**config.mk**
```make
export PLATFORM = sky130hd
export DESIGN_NAME = hsv_to_rgb_converter_top
export DESIGN_NICKNAME = d
export VERILOG_FILES = /design/src/rtl/core/hsvrgb_pkg.sv /design/src/rtl/core/hsvrgb_chan_round.sv /design/src/rtl/core/hsv_to_rgb_converter_top.sv
export VERILOG_INCLUDE_DIRS = /design/src /design/src/rtl/core
export SDC_FILE = /design/constraint.sdc
export NUM_CORES = 2
export LEC_CHECK = 0
export BUFFER_PORTS_ARGS = -buffer_cell sky130_fd_sc_hd__buf_2
export CORE_MARGIN = 10
export CORE_UTILIZATION = 68
export DETAILED_ROUTE_END_ITERATION = 16
export HOLD_SLACK_MARGIN = 0.03
export PLACE_DENSITY = 0.95
export SLEW_MARGIN = 20
export SYNTH_ARGS = -nofsm -noshare
export SYNTH_HDL_FRONTEND = slang
export SYNTH_HIERARCHICAL = 1
export SYNTH_SLANG_ARGS = --single-unit
```
**constraint.sdc**
```tcl
create_clock -name clk_i -period 13.66 [get_ports clk_i]
set_input_delay 1.366 -clock clk_i [delete_from_list [all_inputs] [get_ports clk_i]]
set_output_delay 1.366 -clock clk_i [all_outputs]
set_load 0.05 [all_outputs]
```
**src/rtl/core/hsv_to_rgb_converter_top_macros.svh**
```systemverilog
// ----------------------------------------------------------------------------
// HSV to RGB converter assertion macros
// Shared concurrent assertion forms for the converter's pipeline checks.
// ----------------------------------------------------------------------------
`ifndef HSV_TO_RGB_CONVERTER_TOP_MACROS_SVH
`define HSV_TO_RGB_CONVERTER_TOP_MACROS_SVH

// Same-cycle implication, disabled while reset is asserted.
`define HSVRGB_ASSERT_IMP(label, clk, rst_n, pre, post, msg) \
  label: assert property (@(posedge clk) disable iff (!rst_n) (pre) |-> (post)) \
    else $error(msg);

// Next-cycle implication, disabled while reset is asserted.
`define HSVRGB_ASSERT_NXT(label, clk, rst_n, pre, post, msg) \
  label: assert property (@(posedge clk) disable iff (!rst_n) (pre) |=> (post)) \
    else $error(msg);

`endif

```
**src/rtl/core/hsvrgb_pkg.sv**
```systemverilog
// ----------------------------------------------------------------------------
// HSV to RGB converter package
// Payload types and fixed-point constants shared by the converter modules.
// ----------------------------------------------------------------------------
package hsvrgb_pkg;

  localparam int HueW     = 16;
  localparam int FracW    = 9;
  localparam int ChanW    = 8;
  localparam int HueLoW   = 7;
  localparam int HueHiW   = HueW - HueLoW;
  localparam int HueRedW  = 13;
  localparam int WeightW  = 10;
  localparam int SvW      = 2 * FracW;
  localparam int MscW     = SvW + 1;
  localparam int ProdW    = SvW + WeightW;
  localparam int MsW      = ProdW + 2;
  localparam int NumW     = MsW + 1;
  localparam int Stages   = 6;

  localparam int HueRecip      = 91;
  localparam int HueRecipShift = 12;
  localparam int HueBlock      = 45;
  localparam int HueTurn       = 5760;
  localparam int SectorLen     = 960;
  localparam int RoundShift    = 22;
  localparam int ChanMax       = 255;

  typedef struct packed {
    logic [HueW-1:0]  hue;
    logic [FracW-1:0] saturation;
    logic [FracW-1:0] brightness;
  } hsvrgb_in_t;

  typedef struct packed {
    logic [ChanW-1:0] red;
    logic [ChanW-1:0] green;
    logic [ChanW-1:0] blue;
  } hsvrgb_out_t;

endpackage

```
**src/rtl/core/hsvrgb_chan_round.sv**
```systemverilog
// ----------------------------------------------------------------------------
// HSV to RGB channel rounding
// Scales one channel numerator to 8 bits, rounds half up and clamps to 0..255.
// ----------------------------------------------------------------------------
module hsvrgb_chan_round import hsvrgb_pkg::*; (
  input  logic signed [NumW-1:0] num_i,
  output logic [ChanW-1:0]       chan_o
);

  localparam int SumW = NumW + 3;
  localparam int QW   = SumW - RoundShift;
  localparam logic [SumW-1:0] Half = SumW'(1) << (RoundShift - 1);

  logic [NumW-2:0] mag;
  logic [SumW-1:0] scaled;
  logic [QW-1:0]   quot;

  // The numerator's full scale is 15 * 2^22, so one channel step is 2^22 / 17
  // and the result is the numerator times 17 shifted down by 22 with rounding.
  always_comb begin
    mag    = num_i[NumW-2:0];
    scaled = {mag, 4'b0000} + {4'b0000, mag} + Half;
    quot   = scaled[SumW-1:RoundShift];
    if (num_i[NumW-1] || (num_i == '0)) begin
      chan_o = '0;
    end else if (quot > QW'(ChanMax)) begin
      chan_o = ChanW'(ChanMax);
    end else begin
      chan_o = quot[ChanW-1:0];
    end
  end

endmodule

```
**src/rtl/core/hsv_to_rgb_converter_top.sv**
```systemverilog
// ----------------------------------------------------------------------------
// HSV to RGB converter
// Throughput: one transaction per cycle unless stalled; six-stage register pipeline.
// Stall: each stage holds its data while the stage after it is full and stalled.
// Reset: asynchronous, active low, clears all stage valid bits.
// ----------------------------------------------------------------------------
`include "hsv_to_rgb_converter_top_macros.svh"

module hsv_to_rgb_converter_top import hsvrgb_pkg::*; (
  input  logic        clk_i,
  input  logic        rst_ni,
  input  logic        in_valid_i,
  output logic        in_ready_o,
  input  hsvrgb_in_t  in_data_i,
  output logic        out_valid_o,
  input  logic        out_ready_i,
  output hsvrgb_out_t out_data_o
);

  typedef enum logic [2:0] {
    SecRedYel = 3'd0,
    SecYelGrn = 3'd1,
    SecGrnCyn = 3'd2,
    SecCynBlu = 3'd3,
    SecBluMag = 3'd4,
    SecMagRed = 3'd5
  } sector_e;

  logic [Stages-1:0] valid_q;
  logic [Stages-1:0] ld;

  always_comb begin
    ld[Stages-1] = !valid_q[Stages-1] || out_ready_i;
    for (int k = Stages - 2; k >= 0; k--) begin
      ld[k] = !valid_q[k] || ld[k+1];
    end
  end

  always_ff @(posedge clk_i or negedge rst_ni) begin
    if (!rst_ni) begin
      valid_q <= '0;
    end else begin
      if (ld[0]) begin
        valid_q[0] <= in_valid_i;
      end
      for (int k = 1; k < Stages; k++) begin
        if (ld[k]) begin
          valid_q[k] <= valid_q[k-1];
        end
      end
    end
  end

  // Stage 1: estimate hue turns and form S*V.
  logic [HueHiW-1:0] s1_h9_q;
  logic [HueLoW-1:0] s1_hlo_q;
  logic [3:0]        s1_qe_q;
  logic [SvW-1:0]    s1_sv_q;
  logic [FracW-1:0]  s1_v_q;
  logic [15:0]       s1_prod;

  assign s1_prod = 16'(in_data_i.hue[HueW-1:HueLoW]) * 16'(HueRecip);

  always_ff @(posedge clk_i) begin
    if (ld[0]) begin
      s1_h9_q  <= in_data_i.hue[HueW-1:HueLoW];
      s1_hlo_q <= in_data_i.hue[HueLoW-1:0];
      s1_qe_q  <= s1_prod[15:HueRecipShift];
      s1_sv_q  <= SvW'(in_data_i.saturation) * SvW'(in_data_i.brightness);
      s1_v_q   <= in_data_i.brightness;
    end
  end

  // Stage 2: reduced hue and the M term before scaling.
  logic [HueRedW-1:0]     s2_hm_q;
  logic [SvW-1:0]         s2_sv_q;
  logic signed [MscW-1:0] s2_msc_q;
  logic [9:0]             s2_q45;
  logic [9:0]             s2_rem_full;
  logic [6:0]             s2_rem7;
  logic [5:0]             s2_rem6;

  always_comb begin
    s2_q45      = {6'b000000, s1_qe_q} * 10'(HueBlock);
    s2_rem_full = {1'b0, s1_h9_q} - s2_q45;
    s2_rem7     = s2_rem_full[6:0];
    s2_rem6     = (s2_rem7 >= 7'(HueBlock)) ? 6'(s2_rem7 - 7'(HueBlock)) : s2_rem7[5:0];
  end

  always_ff @(posedge clk_i) begin
    if (ld[1]) begin
      s2_hm_q  <= {s2_rem6, s1_hlo_q};
      s2_sv_q  <= s1_sv_q;
      s2_msc_q <= $signed({2'b00, s1_v_q, 8'h00}) - $signed({1'b0, s1_sv_q});
    end
  end

  // Stage 3: sector and triangle weight.
  sector_e                s3_sector_q;
  logic [WeightW-1:0]     s3_w_q;
  logic [SvW-1:0]         s3_sv_q;
  logic signed [MscW-1:0] s3_msc_q;
  sector_e                s3_sector;
  logic [HueRedW-1:0]     s3_base;
  logic [HueRedW-1:0]     s3_off;
  logic [WeightW-1:0]     s3_w;

  always_comb begin
    if (s2_hm_q >= HueRedW'(5 * SectorLen)) begin
      s3_sector = SecMagRed;
    end else if (s2_hm_q >= HueRedW'(4 * SectorLen)) begin
      s3_sector = SecBluMag;
    end else if (s2_hm_q >= HueRedW'(3 * SectorLen)) begin
      s3_sector = SecCynBlu;
    end else if (s2_hm_q >= HueRedW'(2 * SectorLen)) begin
      s3_sector = SecGrnCyn;
    end else if (s2_hm_q >= HueRedW'(SectorLen)) begin
      s3_sector = SecYelGrn;
    end else begin
      s3_sector = SecRedYel;
    end
    s3_base = HueRedW'(s3_sector) * HueRedW'(SectorLen);
    s3_off  = s2_hm_q - s3_base;
    unique case (s3_sector) inside
      SecYelGrn, SecCynBlu, SecMagRed: s3_w = WeightW'(SectorLen) - s3_off[WeightW-1:0];
      default:                         s3_w = s3_off[WeightW-1:0];
    endcase
  end

  always_ff @(posedge clk_i) begin
    if (ld[2]) begin
      s3_sector_q <= s3_sector;
      s3_w_q      <= s3_w;
      s3_sv_q     <= s2_sv_q;
      s3_msc_q    <= s2_msc_q;
    end
  end

  // Stage 4: C, X and M numerators over 65536 * 960.
  sector_e               s4_sector_q;
  logic [ProdW-1:0]      s4_cs_q;
  logic [ProdW-1:0]      s4_xs_q;
  logic signed [MsW-1:0] s4_ms_q;

  always_ff @(posedge clk_i) begin
    if (ld[3]) begin
      s4_sector_q <= s3_sector_q;
      s4_cs_q     <= ProdW'(s3_sv_q) * ProdW'(SectorLen);
      s4_xs_q     <= ProdW'(s3_sv_q) * ProdW'(s3_w_q);
      s4_ms_q     <= MsW'(s3_msc_q) * MsW'(SectorLen);
    end
  end

  // Stage 5: channel numerators.
  logic signed [NumW-1:0] s5_r_q;
  logic signed [NumW-1:0] s5_g_q;
  logic signed [NumW-1:0] s5_b_q;
  logic signed [NumW-1:0] s5_c;
  logic signed [NumW-1:0] s5_x;
  logic signed [NumW-1:0] s5_z;
  logic signed [NumW-1:0] s5_r;
  logic signed [NumW-1:0] s5_g;
  logic signed [NumW-1:0] s5_b;

  always_comb begin
    s5_z = NumW'(s4_ms_q);
    s5_c = $signed({3'b000, s4_cs_q}) + s5_z;
    s5_x = $signed({3'b000, s4_xs_q}) + s5_z;
    unique case (s4_sector_q)
      SecRedYel: begin s5_r = s5_c; s5_g = s5_x; s5_b = s5_z; end
      SecYelGrn: begin s5_r = s5_x; s5_g = s5_c; s5_b = s5_z; end
      SecGrnCyn: begin s5_r = s5_z; s5_g = s5_c; s5_b = s5_x; end
      SecCynBlu: begin s5_r = s5_z; s5_g = s5_x; s5_b = s5_c; end
      SecBluMag: begin s5_r = s5_x; s5_g = s5_z; s5_b = s5_c; end
      default:   begin s5_r = s5_c; s5_g = s5_z; s5_b = s5_x; end
    endcase
  end

  always_ff @(posedge clk_i) begin
    if (ld[4]) begin
      s5_r_q <= s5_r;
      s5_g_q <= s5_g;
      s5_b_q <= s5_b;
    end
  end

  // Stage 6: rounding, clamping and the output register.
  hsvrgb_out_t s6_out;
  hsvrgb_out_t s6_out_q;

  hsvrgb_chan_round u_round_r (.num_i(s5_r_q), .chan_o(s6_out.red));
  hsvrgb_chan_round u_round_g (.num_i(s5_g_q), .chan_o(s6_out.green));
  hsvrgb_chan_round u_round_b (.num_i(s5_b_q), .chan_o(s6_out.blue));

  always_ff @(posedge clk_i) begin
    if (ld[5]) begin
      s6_out_q <= s6_out;
    end
  end

  assign in_ready_o  = ld[0];
  assign out_valid_o = valid_q[Stages-1];
  assign out_data_o  = s6_out_q;

  `HSVRGB_ASSERT_IMP(a_hue_reduced, clk_i, rst_ni, valid_q[1], s2_hm_q < HueRedW'(HueTurn), "reduced hue out of range")
  `HSVRGB_ASSERT_IMP(a_weight_range, clk_i, rst_ni, valid_q[2], s3_w_q <= WeightW'(SectorLen), "hue weight out of range")
  `HSVRGB_ASSERT_NXT(a_stage_hold, clk_i, rst_ni, valid_q[3] && !ld[3], valid_q[3], "stalled stage lost its transaction")
  `HSVRGB_ASSERT_NXT(a_input_enters, clk_i, rst_ni, in_valid_i && in_ready_o, valid_q[0], "accepted transaction not captured")

endmodule
```
# Word level (Yosys, flattened, before mapping)
# Index checks and enable logic that the tools add are counted.
[totals]
ff_bits = 345
latchBits = 0
ram_bits = 0
romBits = 0
elab_cells = 103
memories = 0
[classes]
addsub = 13
mul = 7
div_mod_pow = 0
magnitude_cmp = 9
eq_ne = 7
shift = 0
muxes = 13
bitwise_logic = 0
reduce_logical = 26
[ops]
columns = ["op", "n"]
rows = [
  ["case mux 31 bit (2 select lines)", 3],
  ["adder 34 x 22 -> 34 bit (second input constant)", 3],
  ["adder 34 x 30 -> 34 bit", 3],
  ["logical NOT 31 bit", 3],
  ["adder 29 x 30 -> 31 bit", 2],
  ["greater-than comparator 12 x 8 -> 1 bit (second input constant)", 3],
  ["multiplier 18 x 10 -> 28 bit", 1],
  ["greater-or-equal comparator 13 x 12 -> 1 bit (second input constant)", 2],
  ["multiplier 19 x 5 -> 24 bit (second input constant)", 1],
  ["two-way mux 8 bit", 3],
  ["multiplier 18 x 4 -> 22 bit (second input constant)", 1],
  ["subtractor 17 x 18 -> 19 bit", 1],
  ["multiplier 9 x 9 -> 18 bit", 1],
  ["multiplier 9 x 7 -> 16 bit (second input constant)", 1],
  ["greater-or-equal comparator 13 x 10 -> 1 bit (second input constant)", 1],
  ["greater-or-equal comparator 13 x 11 -> 1 bit (second input constant)", 1],
  ["greater-or-equal comparator 13 bit (second input constant)", 1],
  ["OR reduction 2 bit", 6],
  ["two-way mux 10 bit", 1],
  ["subtractor 10 bit", 1],
  ["subtractor 10 bit (first input constant)", 1],
  ["equality test 3 x 2 -> 1 bit (second input constant)", 3],
  ["logical OR 1 bit", 9],
  ["greater-or-equal comparator 7 x 6 -> 1 bit (second input constant)", 1],
  ["13 further kinds", 22],
]

# Depth between registers and ports, before layout
[depth]
depth_word = 10
ltp_mapped = 23

# Cells and area by module
# The synthesis kept the hierarchy.
[modules_own_cells]
columns = ["mod", "n_inst", "cells_per_inst", "area_per_inst_um2", "seq_area_each_um2"]
rows = [
  ["hsv_to_rgb_converter_top", 1, 2753, 29081.6, 10239.8],
  ["hsvrgb_chan_round", 3, 200, 1565.3, 0.0],
]

# Worst setup path after synthesis
# Ideal clock, no wire load.
[synth_path]
path_type = "input port to output port"
from = "input out_ready_i"
to = "output in_ready_o"
arrival_time_ps = 5532
t_required_ps = 12294
path_slack_ps = 6762
cell_stages = 4
path_cell_list = "nor2b_1 -> nand3_1 -> nor2_1 -> nand3_1"
[synth_via]
elab_chain_cells = 6
[synth_rtl]
columns = ["item", "line_no", "rtl"]
rows = [
  ["start: declaration", "hsv_to_rgb_converter_top.sv:16", "input logic out_ready_i,"],
  ["logical OR 1 bit", "hsv_to_rgb_converter_top.sv:33", "ld[Stages-1] = !valid_q[Stages-1] || out_ready_i;"],
  ["logical OR 1 bit (2 in series)", "hsv_to_rgb_converter_top.sv:35", "ld[k] = !valid_q[k] || ld[k+1];"],
  ["via ld[3]", "hsv_to_rgb_converter_top.sv:30", "logic [Stages-1:0] ld;"],
  ["logical OR 1 bit (3 in series)", "hsv_to_rgb_converter_top.sv:35", ""],
  ["end: declaration", "hsv_to_rgb_converter_top.sv:13", "output logic in_ready_o,"],
]
# The timed path passes the listed nets, and every way through them passes these cells.

# Worst setup path in the final report
[layout_path]
from = "register s3_w_q[9]"
to = "register s4_xs_q[26], data pin"
[layout_via]
elab_chain_cells = 1
[layout_rtl]
columns = ["item", "line_no", "rtl"]
rows = [
  ["start: declaration", "hsv_to_rgb_converter_top.sv:100", "logic [WeightW-1:0] s3_w_q;"],
  ["start signal: assignment", "hsv_to_rgb_converter_top.sv:133", "s3_w_q <= s3_w;"],
  ["multiplier 18 x 10 -> 28 bit", "hsv_to_rgb_converter_top.sv:149", "s4_xs_q <= ProdW'(s3_sv_q) * ProdW'(s3_w_q);"],
  ["end signal: assignment", "hsv_to_rgb_converter_top.sv:149", ""],
  ["end: declaration", "hsv_to_rgb_converter_top.sv:142", "logic [ProdW-1:0] s4_xs_q;"],
]
# No other way between the ends.
# A chain may end at the register's enable or synchronous reset.

==> out/metrics.cfg <==
[logic_synthesis]
mappedNetlistNets = 4088
syn-cell-area_mm2 = 0.0338
synth-seq-area-share_pct = 30.3
average_cell_area_after_synthesis_um2 = 10.1
synth_flop_cell = sky130_fd_sc_hd__edfxtp_1
netlist-cell-type-count = 85
netlist_instances = 3353
postSynthRegisterBits = 342
synth-edff-count = 336
synthArstFlopShare_pct = 1.75
synth_warnings = 6

[global_routing]
grt_max_degree = 95
gr-usage-all-layers_pct = 28.9
globalRoute.totalOverflow = 0
number_of_antenna_violations_at_the_first_check_in_global_routing = 1
grt_pass1_wl_mm = 139
first_global_vias = 27100

[clock_network]
tritoncts_clock_tree = yes
clkTransAtPathRegs_ns = 0.07
clock_path_buffers = 3
clk-insertion-delay-late_ns = 0.58
clockRootBuffer = sky130_fd_sc_hd__clkbuf_16
cts.sinks = 342
cts_made_buffers = 37
cts.repair.resized = 0
cts_hold_buffers = 0
cts_post_setup_buffers_inserted = 0
cts-htree-levels = 2

[die]
top_level_ports = 64
chipHeight_um = 243
placement_rows = 81
fp.dieW_um = 243
floorplan.core_area_mm2 = 0.0491
die_area_mm2 = 0.0590
initial_utilization_pct = 68.9

[routing]
detail_route.first_pass.iterations = 7
drtAntennaViolNets = 0
avgRoutedWirePerCell_um = 21.0
dr_total_vias = 26300
drcViolationCount = 0
postRouteWirelength_mm = 85.7
via_per_inst = 6.44
drt-initial-drc-count = 2520

[sta]
finalCriticalPeriod_ns = 6.44
report.final.setup_viol = 0
maxSlewViolCount = 0
tightest_slew_ns = 1.05
clock_skew_ns = 0.0234
rsz0062_at_grt = false
setup_tns_ns = 0
final.period_utilization_pct = 47.1
slew-limit-headroom_pct = 30.3
fmax_ghz = 0.155
finalHoldViolCount = 0

[run_status]
result_of_the_run = finished clean

[setup_path]
cp_max_fo = 18
worst_setup_path_end_kind = flop
critical_path_class = flop to flop
worstPathArrival_ns = 6.88
worstPathRequired_ns = 14.11
timing.critical_path.from_type = flop

[layout]
total_number_of_nets_in_the_final_design = 4120
diode_insertion_count_for_antenna_repair = 0
area_delta_synth_final_pct = 6.33
final_layout_size_suffix_gt1_share_pct = 5.65

[placed_design]
number_of_i_o_port_buffers = 63
place.gp.congestion = 1.02
dpl.hpwl_mm = 64.5

[flow_run]
cap_viol_max_count = 0

[min_path]
tightest_hold_check_type = flop to flop

==> cells in the mapped netlist, types with 22 or more instances <==
| library cell | n | area [um^2] |
|---|---|---|
| sky130_fd_sc_hd__a21o_1 | 61 | 458 |
| sky130_fd_sc_hd__a21oi_1 | 170 | 851 |
| sky130_fd_sc_hd__a31oi_1 | 22 | 138 |
| sky130_fd_sc_hd__and2_1 | 143 | 895 |
| sky130_fd_sc_hd__and3_1 | 35 | 219 |
| sky130_fd_sc_hd__clkbuf_1 | 75 | 282 |
| sky130_fd_sc_hd__edfxtp_1 | 336 | 10100 |
| sky130_fd_sc_hd__fa_1 | 267 | 5350 |
| sky130_fd_sc_hd__ha_1 | 430 | 5380 |
| sky130_fd_sc_hd__inv_1 | 430 | 1610 |
| sky130_fd_sc_hd__nand2_1 | 322 | 1210 |
| sky130_fd_sc_hd__nand2b_1 | 26 | 163 |
| sky130_fd_sc_hd__nand3_1 | 46 | 230 |
| sky130_fd_sc_hd__nor2_1 | 178 | 668 |
| sky130_fd_sc_hd__nor2b_1 | 27 | 169 |
| sky130_fd_sc_hd__nor3_1 | 49 | 245 |
| sky130_fd_sc_hd__nor4_1 | 30 | 188 |
| sky130_fd_sc_hd__o211ai_1 | 37 | 278 |
| sky130_fd_sc_hd__o21a_1 | 23 | 173 |
| sky130_fd_sc_hd__o21ai_0 | 130 | 651 |
| sky130_fd_sc_hd__o21bai_1 | 23 | 173 |
| sky130_fd_sc_hd__xnor2_1 | 108 | 946 |
| sky130_fd_sc_hd__xor2_1 | 67 | 587 |
==> state kept, by name (all words and copies together) (netlist names) <==
signal	count
s5_b_q	31
s5_g_q	31
s5_r_q	31
s4_xs_q	28
out_data_o	24
s4_ms_q	24
s4_cs_q	21
s1_sv_q	18
s2_msc_q	18
s2_sv_q	18
s3_msc_q	18
s3_sv_q	18
s2_hm_q	13
s3_w_q	10
s1_v_q	9
s1_h9_q	7
s1_hlo_q	7
valid_q	6
s1_qe_q	4
s3_sector_q	3
s4_sector_q	3
==> logic make-up after synthesis <==
kind of cell	share of synthesized area, %
AND/OR/NAND/NOR	13.7
adder cells (fa/ha/maj)	31.8
AO/OA/AOI/OAI	13.4
buffers and inverters	5.73
flip-flops	30.3
XOR/XNOR	4.54
multiplexers	0.552
==> final cells by class <==
| type | instances | area [um^2] |
|---|---|---|
| clock buffer | 43 | 991 |
| timing repair buffer | 76 | 413 |
| multi-input combinational | 2497 | 21700 |
| fill | 3089 | 13100 |
| clock inverter | 24 | 158 |
| sequential | 342 | 10200 |
| tap | 664 | 831 |
| inverter | 431 | 1620 |
==> stage by stage <==
| stage | cells | worst slack [ns] | util [%] | hold WS (ns) | cell area (um^2) |
|---|---|---|---|---|---|
| after detailed placement | 4010 | 7.36 | 70.8 | 0.406 | 34800 |
| after global routing | 4077 | 6.97 | 73.2 | 0.428 | 35900 |
| after CTS | 4077 | 7.36 | 73.2 | 0.417 | 35900 |
| final | 4077 | 7.22 | 73.2 | 0.418 | 35900 |
| after global placement | 4010 | 7.56 | 70.8 | 0.401 | 34800 |
| after floorplan | 3353 | 6.76 | - | 0.400 | 33800 |
==> cell usage in the layout (no fill, tap or decap), drive strengths merged, types with 13 or more instances in the layout <==
cell    netlist  layout
a211oi       25      25
a21o         61      61
a21oi       170     170
a22oi        16      16
a31oi        23      23
and2        143     143
and3         35      35
buf           8      76
clkbuf       75      43
clkinv        1      18
edfxtp      336     336
fa          267     267
ha          430     430
inv         430     432
mux2i        13      13
nand2       322     322
nand2b       26      26
nand3        46      46
nand4        24      24
nor2        178     178
nor2b        27      27
nor3         49      49
nor4         33      33
o211ai       37      37
o21a         23      23
o21ai       139     139
o21bai       23      23
o221ai       19      19
or2          15      15
or3          18      18
xnor2       108     108
xor2         67      67
==> path summary, 6_finish.rpt <==
kind                                         from                      to  slack, ns  cells after the start
setup / recovery              s3_w_q[9]$_DFFE_PP_   s4_xs_q[26]$_DFFE_PP_       7.22                     18
hold / removal             s2_msc_q[12]$_DFFE_PP_  s3_msc_q[12]$_DFFE_PP_       0.42                      0
setup reg to reg              s3_w_q[9]$_DFFE_PP_   s4_xs_q[26]$_DFFE_PP_       7.22                     18
hold reg to reg            s2_msc_q[12]$_DFFE_PP_  s3_msc_q[12]$_DFFE_PP_       0.42                      0
max in group asynchronous                  rst_ni  valid_q[3]$_DFFE_PN0P_      12.87                      1
min in group asynchronous                  rst_ni  valid_q[0]$_DFFE_PN0P_       0.63                      1
==> layer usage <==
metal	global-route usage (%)	share of wire (%)	routed length, um
met1	32.5	36	30900
met2	50.4	49	42200
met3	5.60	8.0	6830
met4	17.0	6.6	5620
met5	0	0.036	31
==> worst max-delay path, stage by stage (launching register included) <==
cell                       delay (ns)
sky130_fd_sc_hd__edfxtp_1        0.84
sky130_fd_sc_hd__nand2_1         0.18
sky130_fd_sc_hd__fa_1            0.54
sky130_fd_sc_hd__fa_1            0.55
sky130_fd_sc_hd__inv_1           0.07
sky130_fd_sc_hd__fa_1            0.52
sky130_fd_sc_hd__fa_1            0.54
sky130_fd_sc_hd__inv_1           0.05
sky130_fd_sc_hd__fa_1            0.54
sky130_fd_sc_hd__inv_1           0.05
sky130_fd_sc_hd__ha_1            0.40
sky130_fd_sc_hd__and4_1          0.25
sky130_fd_sc_hd__nand2_1         0.08
sky130_fd_sc_hd__o21ba_2         0.22
sky130_fd_sc_hd__or3b_2          0.49
sky130_fd_sc_hd__a31oi_1         0.33
sky130_fd_sc_hd__a21oi_1         0.16
sky130_fd_sc_hd__nor4b_1         0.33
sky130_fd_sc_hd__a311o_1         0.18
Power is left out: the tool's default activity adds up to more than one toggle a clock period on the data nets, which glitch-free logic cannot reach.
